$ cat src/hdl/plyuv_pkg.sv
package plyuv_pkg;

  localparam int MAX_WIDTH  = 4096;
  localparam int MAX_HEIGHT = 4096;

  localparam int DIM_W   = 13;
  localparam int MODE_W  = 3;
  localparam int ADDR_W  = 24;
  localparam int CADDR_W = 23;
  localparam int DEST_W  = 2;
  localparam int BYTE_W  = 8;
  localparam int WORD_W  = 32;
  localparam int AREA_W  = 2 * DIM_W;
  localparam int XW      = $clog2(MAX_WIDTH);
  localparam int YW      = $clog2(MAX_HEIGHT / 2);
  localparam int IDX_W   = 2;

  localparam logic [IDX_W-1:0] REG_WIDTH  = IDX_W'(0);
  localparam logic [IDX_W-1:0] REG_HEIGHT = IDX_W'(1);
  localparam logic [IDX_W-1:0] REG_MODE   = IDX_W'(2);

  localparam logic [MODE_W-1:0] MODE_I420  = MODE_W'(0);
  localparam logic [MODE_W-1:0] MODE_NV12  = MODE_W'(1);
  localparam logic [MODE_W-1:0] MODE_NV21  = MODE_W'(2);
  localparam logic [MODE_W-1:0] MODE_SPLIT = MODE_W'(3);
  localparam logic [MODE_W-1:0] MODE_UVYY  = MODE_W'(4);

  localparam logic [DEST_W-1:0] DEST_SHARED = DEST_W'(0);
  localparam logic [DEST_W-1:0] DEST_U      = DEST_W'(1);
  localparam logic [DEST_W-1:0] DEST_V      = DEST_W'(2);

  typedef struct packed {
    logic [DIM_W-1:0]  w;
    logic [XW-1:0]     half;
    logic [AREA_W-1:0] area;
    logic [MODE_W-1:0] mode;
  } geom_t;

  typedef struct packed {
    logic [BYTE_W-1:0]  b2;
    logic [BYTE_W-1:0]  b1;
    logic [BYTE_W-1:0]  b0;
    logic [XW-1:0]      x;
    logic [ADDR_W-1:0]  wy;
    logic [CADDR_W-1:0] hy;
    logic               last;
  } item_t;

  typedef struct packed {
    logic [ADDR_W-1:0]  upper_luma_addr;
    logic [BYTE_W-1:0]  upper_luma_data;
    logic [ADDR_W-1:0]  lower_luma_addr;
    logic [BYTE_W-1:0]  lower_luma_data;
    logic [DEST_W-1:0]  chroma_dest;
    logic [CADDR_W-1:0] chroma_addr;
    logic [BYTE_W-1:0]  chroma_data;
    logic               chroma_is_v;
    logic               frame_last;
  } res_t;

  function automatic logic [DIM_W-1:0] eff_dim(input logic [DIM_W-1:0] v,
                                                input logic [DIM_W-1:0] maxv);
    logic [DIM_W-1:0] t;
    t = v;
    if (t < DIM_W'(2)) t = DIM_W'(2);
    if (t > maxv) t = maxv;
    return {t[DIM_W-1:1], 1'b0};
  endfunction

endpackage

$ cat src/hdl/packed_luma_pair_to_planar_yuv.sv
// Channel | Direction | Handshake             | Payload
// in      | input     | in_valid / in_ready   | in_src_word
// out     | output    | out_valid / out_ready | out_upper_luma_addr .. out_frame_last
// cfg     | input     | cfg_valid / cfg_ready | cfg_index, cfg_data
//
// One beat per clock in and out unless out stalls; input register feeds result register.
// Input register holds the word and its position; address adders feed the result register.
// Synchronous active-low reset clears counters and valids; cfg registers go to defaults.
// A stall on out holds both stages; in_ready drops only when both stages are full.
// cfg_ready is always high; WIDTH/HEIGHT/MODE writes restart the frame at column 0, row 0.
module packed_luma_pair_to_planar_yuv (
  input  logic                               clk,
  input  logic                               rst_n,
  input  logic                               in_valid,
  output logic                               in_ready,
  input  logic [plyuv_pkg::WORD_W-1:0]       in_src_word,
  output logic                               out_valid,
  input  logic                               out_ready,
  output logic [plyuv_pkg::ADDR_W-1:0]       out_upper_luma_addr,
  output logic [plyuv_pkg::BYTE_W-1:0]       out_upper_luma_data,
  output logic [plyuv_pkg::ADDR_W-1:0]       out_lower_luma_addr,
  output logic [plyuv_pkg::BYTE_W-1:0]       out_lower_luma_data,
  output logic [plyuv_pkg::DEST_W-1:0]       out_chroma_dest,
  output logic [plyuv_pkg::CADDR_W-1:0]      out_chroma_addr,
  output logic [plyuv_pkg::BYTE_W-1:0]       out_chroma_data,
  output logic                               out_chroma_is_v,
  output logic                               out_frame_last,
  input  logic                               cfg_valid,
  output logic                               cfg_ready,
  input  logic [plyuv_pkg::IDX_W-1:0]        cfg_index,
  input  logic [plyuv_pkg::DIM_W-1:0]        cfg_data
);

  logic [plyuv_pkg::DIM_W-1:0]   width_r;
  logic [plyuv_pkg::DIM_W-1:0]   height_r;
  logic [plyuv_pkg::MODE_W-1:0]  mode_r;
  logic [plyuv_pkg::AREA_W-1:0]  area_r;
  logic [plyuv_pkg::XW-1:0]      col_r;
  logic [plyuv_pkg::YW-1:0]      row_r;
  logic [plyuv_pkg::ADDR_W-1:0]  wy_r;
  logic [plyuv_pkg::CADDR_W-1:0] hy_r;
  logic                          s1_valid_r;
  logic                          out_valid_r;
  plyuv_pkg::item_t              s1_r;
  plyuv_pkg::item_t              s1_nxt;
  plyuv_pkg::res_t               out_r;
  plyuv_pkg::res_t               res;
  plyuv_pkg::geom_t              geom;

  logic [plyuv_pkg::DIM_W-1:0]   w_eff;
  logic [plyuv_pkg::DIM_W-1:0]   h_eff;
  logic [plyuv_pkg::XW-1:0]      col_max;
  logic [plyuv_pkg::YW-1:0]      row_max;
  logic                          row_end;
  logic                          frame_end;
  logic                          in_fire;
  logic                          cfg_fire;
  logic                          cfg_hit;
  logic                          s2_free;

  assign w_eff     = plyuv_pkg::eff_dim(width_r, plyuv_pkg::DIM_W'(plyuv_pkg::MAX_WIDTH));
  assign h_eff     = plyuv_pkg::eff_dim(height_r, plyuv_pkg::DIM_W'(plyuv_pkg::MAX_HEIGHT));
  assign col_max   = plyuv_pkg::XW'(w_eff - plyuv_pkg::DIM_W'(1));
  assign row_max   = plyuv_pkg::YW'((h_eff >> 1) - plyuv_pkg::DIM_W'(1));
  assign row_end   = (col_r == col_max);
  assign frame_end = row_end && (row_r == row_max);

  assign s2_free   = !out_valid_r || out_ready;
  assign in_ready  = !s1_valid_r || s2_free;
  assign in_fire   = in_valid && in_ready;
  assign cfg_ready = 1'b1;
  assign cfg_fire  = cfg_valid && cfg_ready;
  assign cfg_hit   = cfg_fire && (cfg_index == plyuv_pkg::REG_WIDTH ||
                                  cfg_index == plyuv_pkg::REG_HEIGHT ||
                                  cfg_index == plyuv_pkg::REG_MODE);

  always_ff @(posedge clk) begin
    if (!rst_n) begin
      width_r  <= plyuv_pkg::DIM_W'(1920);
      height_r <= plyuv_pkg::DIM_W'(1080);
      mode_r   <= plyuv_pkg::MODE_I420;
    end else if (cfg_fire) begin
      case (cfg_index)
        plyuv_pkg::REG_WIDTH:  width_r  <= cfg_data;
        plyuv_pkg::REG_HEIGHT: height_r <= cfg_data;
        plyuv_pkg::REG_MODE:   mode_r   <= cfg_data[plyuv_pkg::MODE_W-1:0];
        default: ;
      endcase
    end
  end

  always_ff @(posedge clk) begin
    area_r <= w_eff * h_eff;
  end

  always_ff @(posedge clk) begin
    if (!rst_n || cfg_hit) begin
      col_r <= '0;
      row_r <= '0;
      wy_r  <= '0;
      hy_r  <= '0;
    end else if (in_fire) begin
      if (frame_end) begin
        col_r <= '0;
        row_r <= '0;
        wy_r  <= '0;
        hy_r  <= '0;
      end else if (row_end) begin
        col_r <= '0;
        row_r <= row_r + plyuv_pkg::YW'(1);
        wy_r  <= wy_r + plyuv_pkg::ADDR_W'(w_eff);
        hy_r  <= hy_r + plyuv_pkg::CADDR_W'(w_eff >> 1);
      end else begin
        col_r <= col_r + plyuv_pkg::XW'(1);
      end
    end
  end

  always_comb begin
    s1_nxt.b0   = in_src_word[7:0];
    s1_nxt.b1   = in_src_word[15:8];
    s1_nxt.b2   = in_src_word[23:16];
    s1_nxt.x    = col_r;
    s1_nxt.wy   = wy_r;
    s1_nxt.hy   = hy_r;
    s1_nxt.last = frame_end;
  end

  always_ff @(posedge clk) begin
    if (!rst_n) begin
      s1_valid_r <= 1'b0;
    end else if (in_fire) begin
      s1_valid_r <= 1'b1;
    end else if (s2_free) begin
      s1_valid_r <= 1'b0;
    end
  end

  always_ff @(posedge clk) begin
    if (in_fire) begin
      s1_r <= s1_nxt;
    end
  end

  assign geom.w    = w_eff;
  assign geom.half = plyuv_pkg::XW'(w_eff >> 1);
  assign geom.area = area_r;
  assign geom.mode = mode_r;

  plyuv_addr u_addr (
    .geom (geom),
    .item (s1_r),
    .res  (res)
  );

  always_ff @(posedge clk) begin
    if (!rst_n) begin
      out_valid_r <= 1'b0;
    end else if (s2_free) begin
      out_valid_r <= s1_valid_r;
    end
  end

  always_ff @(posedge clk) begin
    if (s2_free && s1_valid_r) begin
      out_r <= res;
    end
  end

  assign out_valid           = out_valid_r;
  assign out_upper_luma_addr = out_r.upper_luma_addr;
  assign out_upper_luma_data = out_r.upper_luma_data;
  assign out_lower_luma_addr = out_r.lower_luma_addr;
  assign out_lower_luma_data = out_r.lower_luma_data;
  assign out_chroma_dest     = out_r.chroma_dest;
  assign out_chroma_addr     = out_r.chroma_addr;
  assign out_chroma_data     = out_r.chroma_data;
  assign out_chroma_is_v     = out_r.chroma_is_v;
  assign out_frame_last      = out_r.frame_last;

`ifndef SYNTHESIS
  a_cfg_restart: assert property (@(posedge clk) disable iff (!rst_n)
    cfg_hit |=> (col_r == '0) && (row_r == '0) && (wy_r == '0) && (hy_r == '0))
    else $error("register write did not restart the frame");

  a_counters_in_range: assert property (@(posedge clk) disable iff (!rst_n)
    (col_r <= col_max) && (row_r <= row_max))
    else $error("position counters outside the frame");

  a_frame_wrap: assert property (@(posedge clk) disable iff (!rst_n)
    (in_fire && frame_end && !cfg_hit) |=> (col_r == '0) && (row_r == '0) && (wy_r == '0))
    else $error("frame end did not wrap the counters");

  a_stage_move: assert property (@(posedge clk) disable iff (!rst_n)
    (s1_valid_r && s2_free) |=> out_valid_r)
    else $error("stage one beat lost on its way to the output");
`endif

endmodule

$ cat src/hdl/plyuv_addr.sv
module plyuv_addr (
  input  plyuv_pkg::geom_t geom,
  input  plyuv_pkg::item_t item,
  output plyuv_pkg::res_t  res
);

  logic [plyuv_pkg::MODE_W-1:0] mode;
  logic                         is_v;
  logic [plyuv_pkg::XW-1:0]     c;
  logic [plyuv_pkg::ADDR_W-1:0] w24;
  logic [plyuv_pkg::ADDR_W-1:0] x24;
  logic [plyuv_pkg::ADDR_W-1:0] c24;
  logic [plyuv_pkg::ADDR_W-1:0] hy24;
  logic [plyuv_pkg::ADDR_W-1:0] area_f;
  logic [plyuv_pkg::ADDR_W-1:0] area_h;
  logic [plyuv_pkg::ADDR_W-1:0] area_q;
  logic [plyuv_pkg::ADDR_W-1:0] wy1;
  logic [plyuv_pkg::ADDR_W-1:0] hy1;
  logic [plyuv_pkg::ADDR_W-1:0] ch24;

  assign mode   = (geom.mode > plyuv_pkg::MODE_UVYY) ? plyuv_pkg::MODE_I420 : geom.mode;
  assign is_v   = (item.x >= geom.half);
  assign c      = is_v ? item.x - geom.half : item.x;
  assign w24    = plyuv_pkg::ADDR_W'(geom.w);
  assign x24    = plyuv_pkg::ADDR_W'(item.x);
  assign c24    = plyuv_pkg::ADDR_W'(c);
  assign hy24   = plyuv_pkg::ADDR_W'(item.hy);
  assign area_f = geom.area[plyuv_pkg::ADDR_W-1:0];
  assign area_h = geom.area[plyuv_pkg::ADDR_W:1];
  assign area_q = geom.area[plyuv_pkg::ADDR_W+1:2];
  assign wy1    = item.wy + w24;
  assign hy1    = hy24 + plyuv_pkg::ADDR_W'(geom.half);

  always_comb begin
    res.lower_luma_data = item.b1;
    res.chroma_is_v     = is_v;
    res.frame_last      = item.last;
    res.upper_luma_addr = area_f - wy1 + x24;
    res.upper_luma_data = item.b0;
    res.lower_luma_addr = area_h - wy1 + x24;
    res.chroma_data     = item.b2;
    res.chroma_dest     = plyuv_pkg::DEST_SHARED;
    ch24                = (is_v ? area_h : area_q) - hy1 + c24;
    case (mode)
      plyuv_pkg::MODE_UVYY: begin
        res.upper_luma_addr = area_h + item.wy + x24;
        res.upper_luma_data = item.b2;
        res.lower_luma_addr = item.wy + x24;
        res.chroma_data     = item.b0;
        res.chroma_dest     = is_v ? plyuv_pkg::DEST_V : plyuv_pkg::DEST_U;
        ch24                = hy24 + c24;
      end
      plyuv_pkg::MODE_NV12: begin
        ch24 = area_h - wy1 + {c24[plyuv_pkg::ADDR_W-2:0], is_v};
      end
      plyuv_pkg::MODE_NV21: begin
        ch24 = area_h - wy1 + {c24[plyuv_pkg::ADDR_W-2:0], ~is_v};
      end
      plyuv_pkg::MODE_SPLIT: begin
        res.chroma_dest = is_v ? plyuv_pkg::DEST_V : plyuv_pkg::DEST_U;
        ch24            = area_q - hy1 + c24;
      end
      default: begin
        ch24 = (is_v ? area_h : area_q) - hy1 + c24;
      end
    endcase
    res.chroma_addr = ch24[plyuv_pkg::CADDR_W-1:0];
  end

endmodule

$ cat config.mk
export PLATFORM = sky130hd
export DESIGN_NAME = packed_luma_pair_to_planar_yuv
export DESIGN_NICKNAME = d
export VERILOG_FILES = /design/src/hdl/plyuv_pkg.sv /design/src/hdl/packed_luma_pair_to_planar_yuv.sv /design/src/hdl/plyuv_addr.sv
export SDC_FILE = /design/constraint.sdc
export NUM_CORES = 1
export LEC_CHECK = 0
export ABC_CLOCK_PERIOD_IN_PS = 11450
export BUFFER_PORTS_ARGS = -buffer_cell sky130_fd_sc_hd__buf_2
export CAP_MARGIN = 5
export CORE_MARGIN = 4
export CORE_UTILIZATION = 60
export CTS_BUF_LIST = sky130_fd_sc_hd__clkbuf_4
export CTS_CLUSTER_SIZE = 24
export DETAILED_ROUTE_END_ITERATION = 16
export GPL_TIMING_DRIVEN = 0
export PLACE_DENSITY = 0.87
export SKIP_LAST_GASP = 1
export SYNTH_ARGS = -nofsm -noshare
export SYNTH_HDL_FRONTEND = slang
export SYNTH_SLANG_ARGS = --single-unit
$ cat constraint.sdc
create_clock -name clk -period 11.45 [get_ports clk]
set_clock_uncertainty 0.1 [all_clocks]
set_input_delay 1.145 -clock clk [delete_from_list [all_inputs] [get_ports clk]]
set_output_delay 1.145 -clock clk [all_outputs]
set_load 0.02 [all_outputs]
==> metrics.md <==
| Metric | Value |
|---|---|
| Clock latency on the worst-skew pair | 0.87 ns |
| Vias in the first global route | 23,400 |
| Core area | ~45,000 µm² |
| Worst hold stages | 0 |
| Hold crit path type | reg -> reg |
| Synth Area per Inst | slightly above 9 µm² |
| Relative slew slack | roughly a quarter |
| DRT iter0 DRCs | around 2,300 |
| WHS Endpoint | out_lower_luma_data[6]$_DFFE_PP_ |
| Drt first pass iters | 8 |
| Sequential share of power | 25.3% |
| Synth Warn # | 0 |
| Crit path time final | 10.76 ns |
| RSZ-0062 raised after global routing | false |
| Largest stage delay, worst path | 0.69 ns |
| Unique masters post-synth | 89 |
| TritonCTS clock tree | built |
| CP Data Required Time | about 12 ns |
| Initial antenna violation count | 5 |
| Final Hold Fails | 0 |
| Pin count of the biggest net entering global routing | 48 |
| Slew Viols, Final | 0 |
| Remaining Overflow, GRT | 0 |
| Total clock sinks | 303 |
| Outcome | complete, no violations |
| Standard-cell rows | 78 |
| Peak supply drop | 0.000136 V |
| Post-DRT Antenna Nets | 0 |
| Sequential area share after synthesis | 28.6% |
| FF-to-FF End | out_chroma_addr[22]$_DFFE_PP_ |
| Least-Margin Pin Slew | between 1 and 1.5 ns |
| Num CTS Buffers | a little over 80 |
| Via count | between 20,000 and 25,000 |
| I/O Pins | 154 |
| Top cell type's share of synthesized area | 19.8% |
| Htree depth | 3 |
| Cell-internal power | around 3.3 mW |
| Worst EP arrival | 11.25 ns |
| Setup violators final | 0 |
| Post-DP HPWL | 59.0 mm |
| Layout cell share with drive strength beyond 1 | 10.3% |
| Hold Worst Slack | 0.317 ns |
| Layout Nets | 3,767 |
| Crit Path Class | reg -> reg |
| Reg clk slew, reported paths | 0.06 ns |
| Max-Cap Viols | 0 |
| Total design power | 5.89 mW |
| Number of port buffers | 144 |
| Max Root-Sink Buffers | 3 |
| Vias per cell | 6.02 |
| Crit path capture type | flip-flop |
| DIE HEIGHT | around 220 µm |
| Slowest CP cell | o21ai_0 |
| Post-synth EDFFs | 181 |
| Synth Register Bits | 303 |
| Tot GR Track Use | 29.6% |
| Post-CTS Resized | 0 |
| Die Width | 222 µm |
| Routed wire length | ~75 mm |
| Post-synthesis cell area | roughly 28,000 µm² |
| Gate power share | 58.3% |
| Highest Clock Rate | 92.9 MHz |
| Hold wc startpoint | s1_r[74]$_DFFE_PP_ |
| Max Fanout on Critical Path | 10 |
| Synth area leaders | edfxtp_1, ha_1, fa_1, dfxtp_1, xnor2_1 |
| DRC | 0 |
| Tcrit/Tclk final | 94.0% |
| Hold buffers post-CTS | 0 |
| Leakage power | 13.5 nW |
| Leading area contributor after synthesis | edfxtp_1 |
| Switching Fraction | 44.0% |
| Starting density of the core | 60.6% |
| Type of origin of the critical path | flip-flop |
| Prevailing post-synth register cell | edfxtp_1 |
| Reg2Reg Setup Slack | 0.69 ns |
| RePlAce Congestion | 0.990 |
| Area grow syn2layout | 9.43% |
| Global-route wire length before repair | 118 mm |
| Clk pwr share | 16.4% |
| Clk root buf | clkbuf_4 |
| Post-Syn Instances | about 3,000 |
| Pwr dens | 196 nW/µm² |
| Setup bufs post-CTS | 0 |
| Die area | 49,400 µm² |
| Routed length per instance | ~19 µm |
| R2R cell count | 37 |
| Psw | 2.59 mW |
| Setup TNS | 0 ns |
| Asr flop ratio synth | 0% |
| RR Startpoint | width_r[5]$_SDFFE_PN0P_ |
metrics by stage:
| step | instance area [µm²] | cells | setup slack, ns | utilization (%) |
|---|---|---|---|---|
| after floorplan | 27500 | 3032 | 3.80 | - |
| after global placement | 29000 | 3776 | 1.00 | 63.9 |
| after detailed placement | 29100 | 3779 | 0.910 | 64.1 |
| after CTS | 30100 | 3926 | 0.852 | 66.3 |
| after global routing | 30100 | 3930 | 0.241 | 66.4 |
| final | 30100 | 3930 | 0.689 | 66.4 |
state kept, by name, summed over array words and instances, names as in the netlist:
name,count
s1_r,83
out_chroma_is_v,1
out_chroma_dest,2
s1_valid_r,1
row_r,11
out_upper_luma_addr,24
height_r,13
out_upper_luma_data,8
out_frame_last,1
area_r,23
width_r,12
hy_r,23
col_r,12
out_chroma_addr,23
out_lower_luma_addr,23
wy_r,23
out_valid,1
out_lower_luma_data,8
mode_r,3
out_chroma_data,8
cell usage in the layout, fill, tap and decap left out, types with 26 or more instances in the layout:
cell type and instances:
nand2_1 376, ha_1 302, inv_1 267, nor2_1 247, xnor2_1 181, edfxtp_1 181
a21oi_1 163, o21ai_0 151, fa_1 151, buf_2 148, xor2_1 123, dfxtp_1 122
clkbuf_4 120, nand3_1 74, clkbuf_1 74, a21o_1 48, nor2b_1 39, nor3_1 39
a21boi_0 31, nand2b_1 28, o21bai_1 27, and3_1 26, or3_1 26, mux2i_1 26
o21a_1 26
cells by family (layout without fill, tap and decap cells):
| group | after synthesis | count (layout) | share of synthesized area [%] |
|---|---|---|---|
| buf+inv | 358 | 652 | 4.93 |
| mux | 45 | 45 | 1.73 |
| fa+ha+maj | 462 | 462 | 25.1 |
| flops | 303 | 303 | 28.6 |
| compound gates | 613 | 613 | 14.3 |
| simple gates | 939 | 939 | 15.4 |
| other cells | 2 | 8 | 0.0273 |
| xor+xnor | 308 | 308 | 9.95 |
metal layers:
layer	share of wire (%)	vias to the layer above	track usage [%]
met1	39	11300	36.7
met4	5.2	2	15.0
li1	-	11000	-
met2	47	1130	49.8
met5	0.015	-	0
met3	9.0	271	5.19
area by class of cell:
| cell class | count | area, µm² |
|---|---|---|
| multi-input cells | 2371 | 18300 |
| repair buffers | 147 | 788 |
| clock buffers | 120 | 901 |
| inverters | 272 | 1020 |
| fillers | 3544 | 15300 |
| plain buffers | 86 | 337 |
| flip-flops and latches | 303 | 7880 |
| diodes | 4 | 10.0 |
| clock inverters | 27 | 125 |
| well taps | 600 | 751 |
power groups by stage:
stage                     logic, mW  clock network [mW]  registers [mW]
after floorplan                2.50                   0            1.57
after global placement         3.26                   0            1.51
after detailed placement       3.34                   0            1.51
after CTS                      3.38               0.981            1.49
after global routing           3.78                1.04            1.50
final                          3.43               0.965            1.49
worst max path at each step:
stage                                 start                       endpoint  cells past startpoint
floorplan           width_r[4]$_SDFFE_PN0P_  out_chroma_addr[15]$_DFFE_PP_                     36
global placement    width_r[5]$_SDFFE_PN0P_  out_chroma_addr[22]$_DFFE_PP_                     37
detailed placement  width_r[5]$_SDFFE_PN0P_  out_chroma_addr[22]$_DFFE_PP_                     37
CTS                 width_r[5]$_SDFFE_PN0P_  out_chroma_addr[22]$_DFFE_PP_                     37
global route        width_r[5]$_SDFFE_PN0P_  out_chroma_addr[22]$_DFFE_PP_                     37
finish              width_r[5]$_SDFFE_PN0P_  out_chroma_addr[22]$_DFFE_PP_                     37
synthesized netlist by cell type, types with 5 or more instances:
cell / count
a21o_1: 48
a211oi_1: 16
or3_1: 26
a22oi_1: 7
and2_1: 24
o211ai_1: 12
a222oi_1: 5
fa_1: 151
o21ai_1: 11
buf_1: 6
xnor2_1: 181
nor2_1: 247
and3_1: 26
nand2b_1: 28
a21boi_0: 31
nor2b_1: 40
o21a_1: 26
nand2_1: 376
a31oi_1: 17
dfxtp_1: 122
maj3_1: 7
edfxtp_1: 181
o31a_1: 5
nand4_1: 16
a221oi_1: 7
or2_2: 6
inv_1: 268
o311ai_0: 5
o21ai_0: 151
ha_1: 302
a2111oi_0: 5
o31ai_1: 11
mux2_2: 17
clkbuf_1: 74
nor3_1: 39
a31o_2: 8
o21bai_1: 27
xor2_1: 123
and4_1: 6
nor4_1: 12
a21oi_1: 163
mux2i_1: 26
nand3_1: 74
o22ai_1: 10
worst max-delay path, delay by kind of cell (launching register included):
family,cells,cell delay [ns]
AO/OA/AOI/OAI,17,4.87
buffers and inverters,7,2.24
adder cells (fa/ha/maj),4,1.34
AND/OR/NAND/NOR,7,0.82
flip-flops,1,0.45
multiplexers,1,0.41
XOR/XNOR,1,0.20
Note: power is estimated with default switching activity, not from simulation.
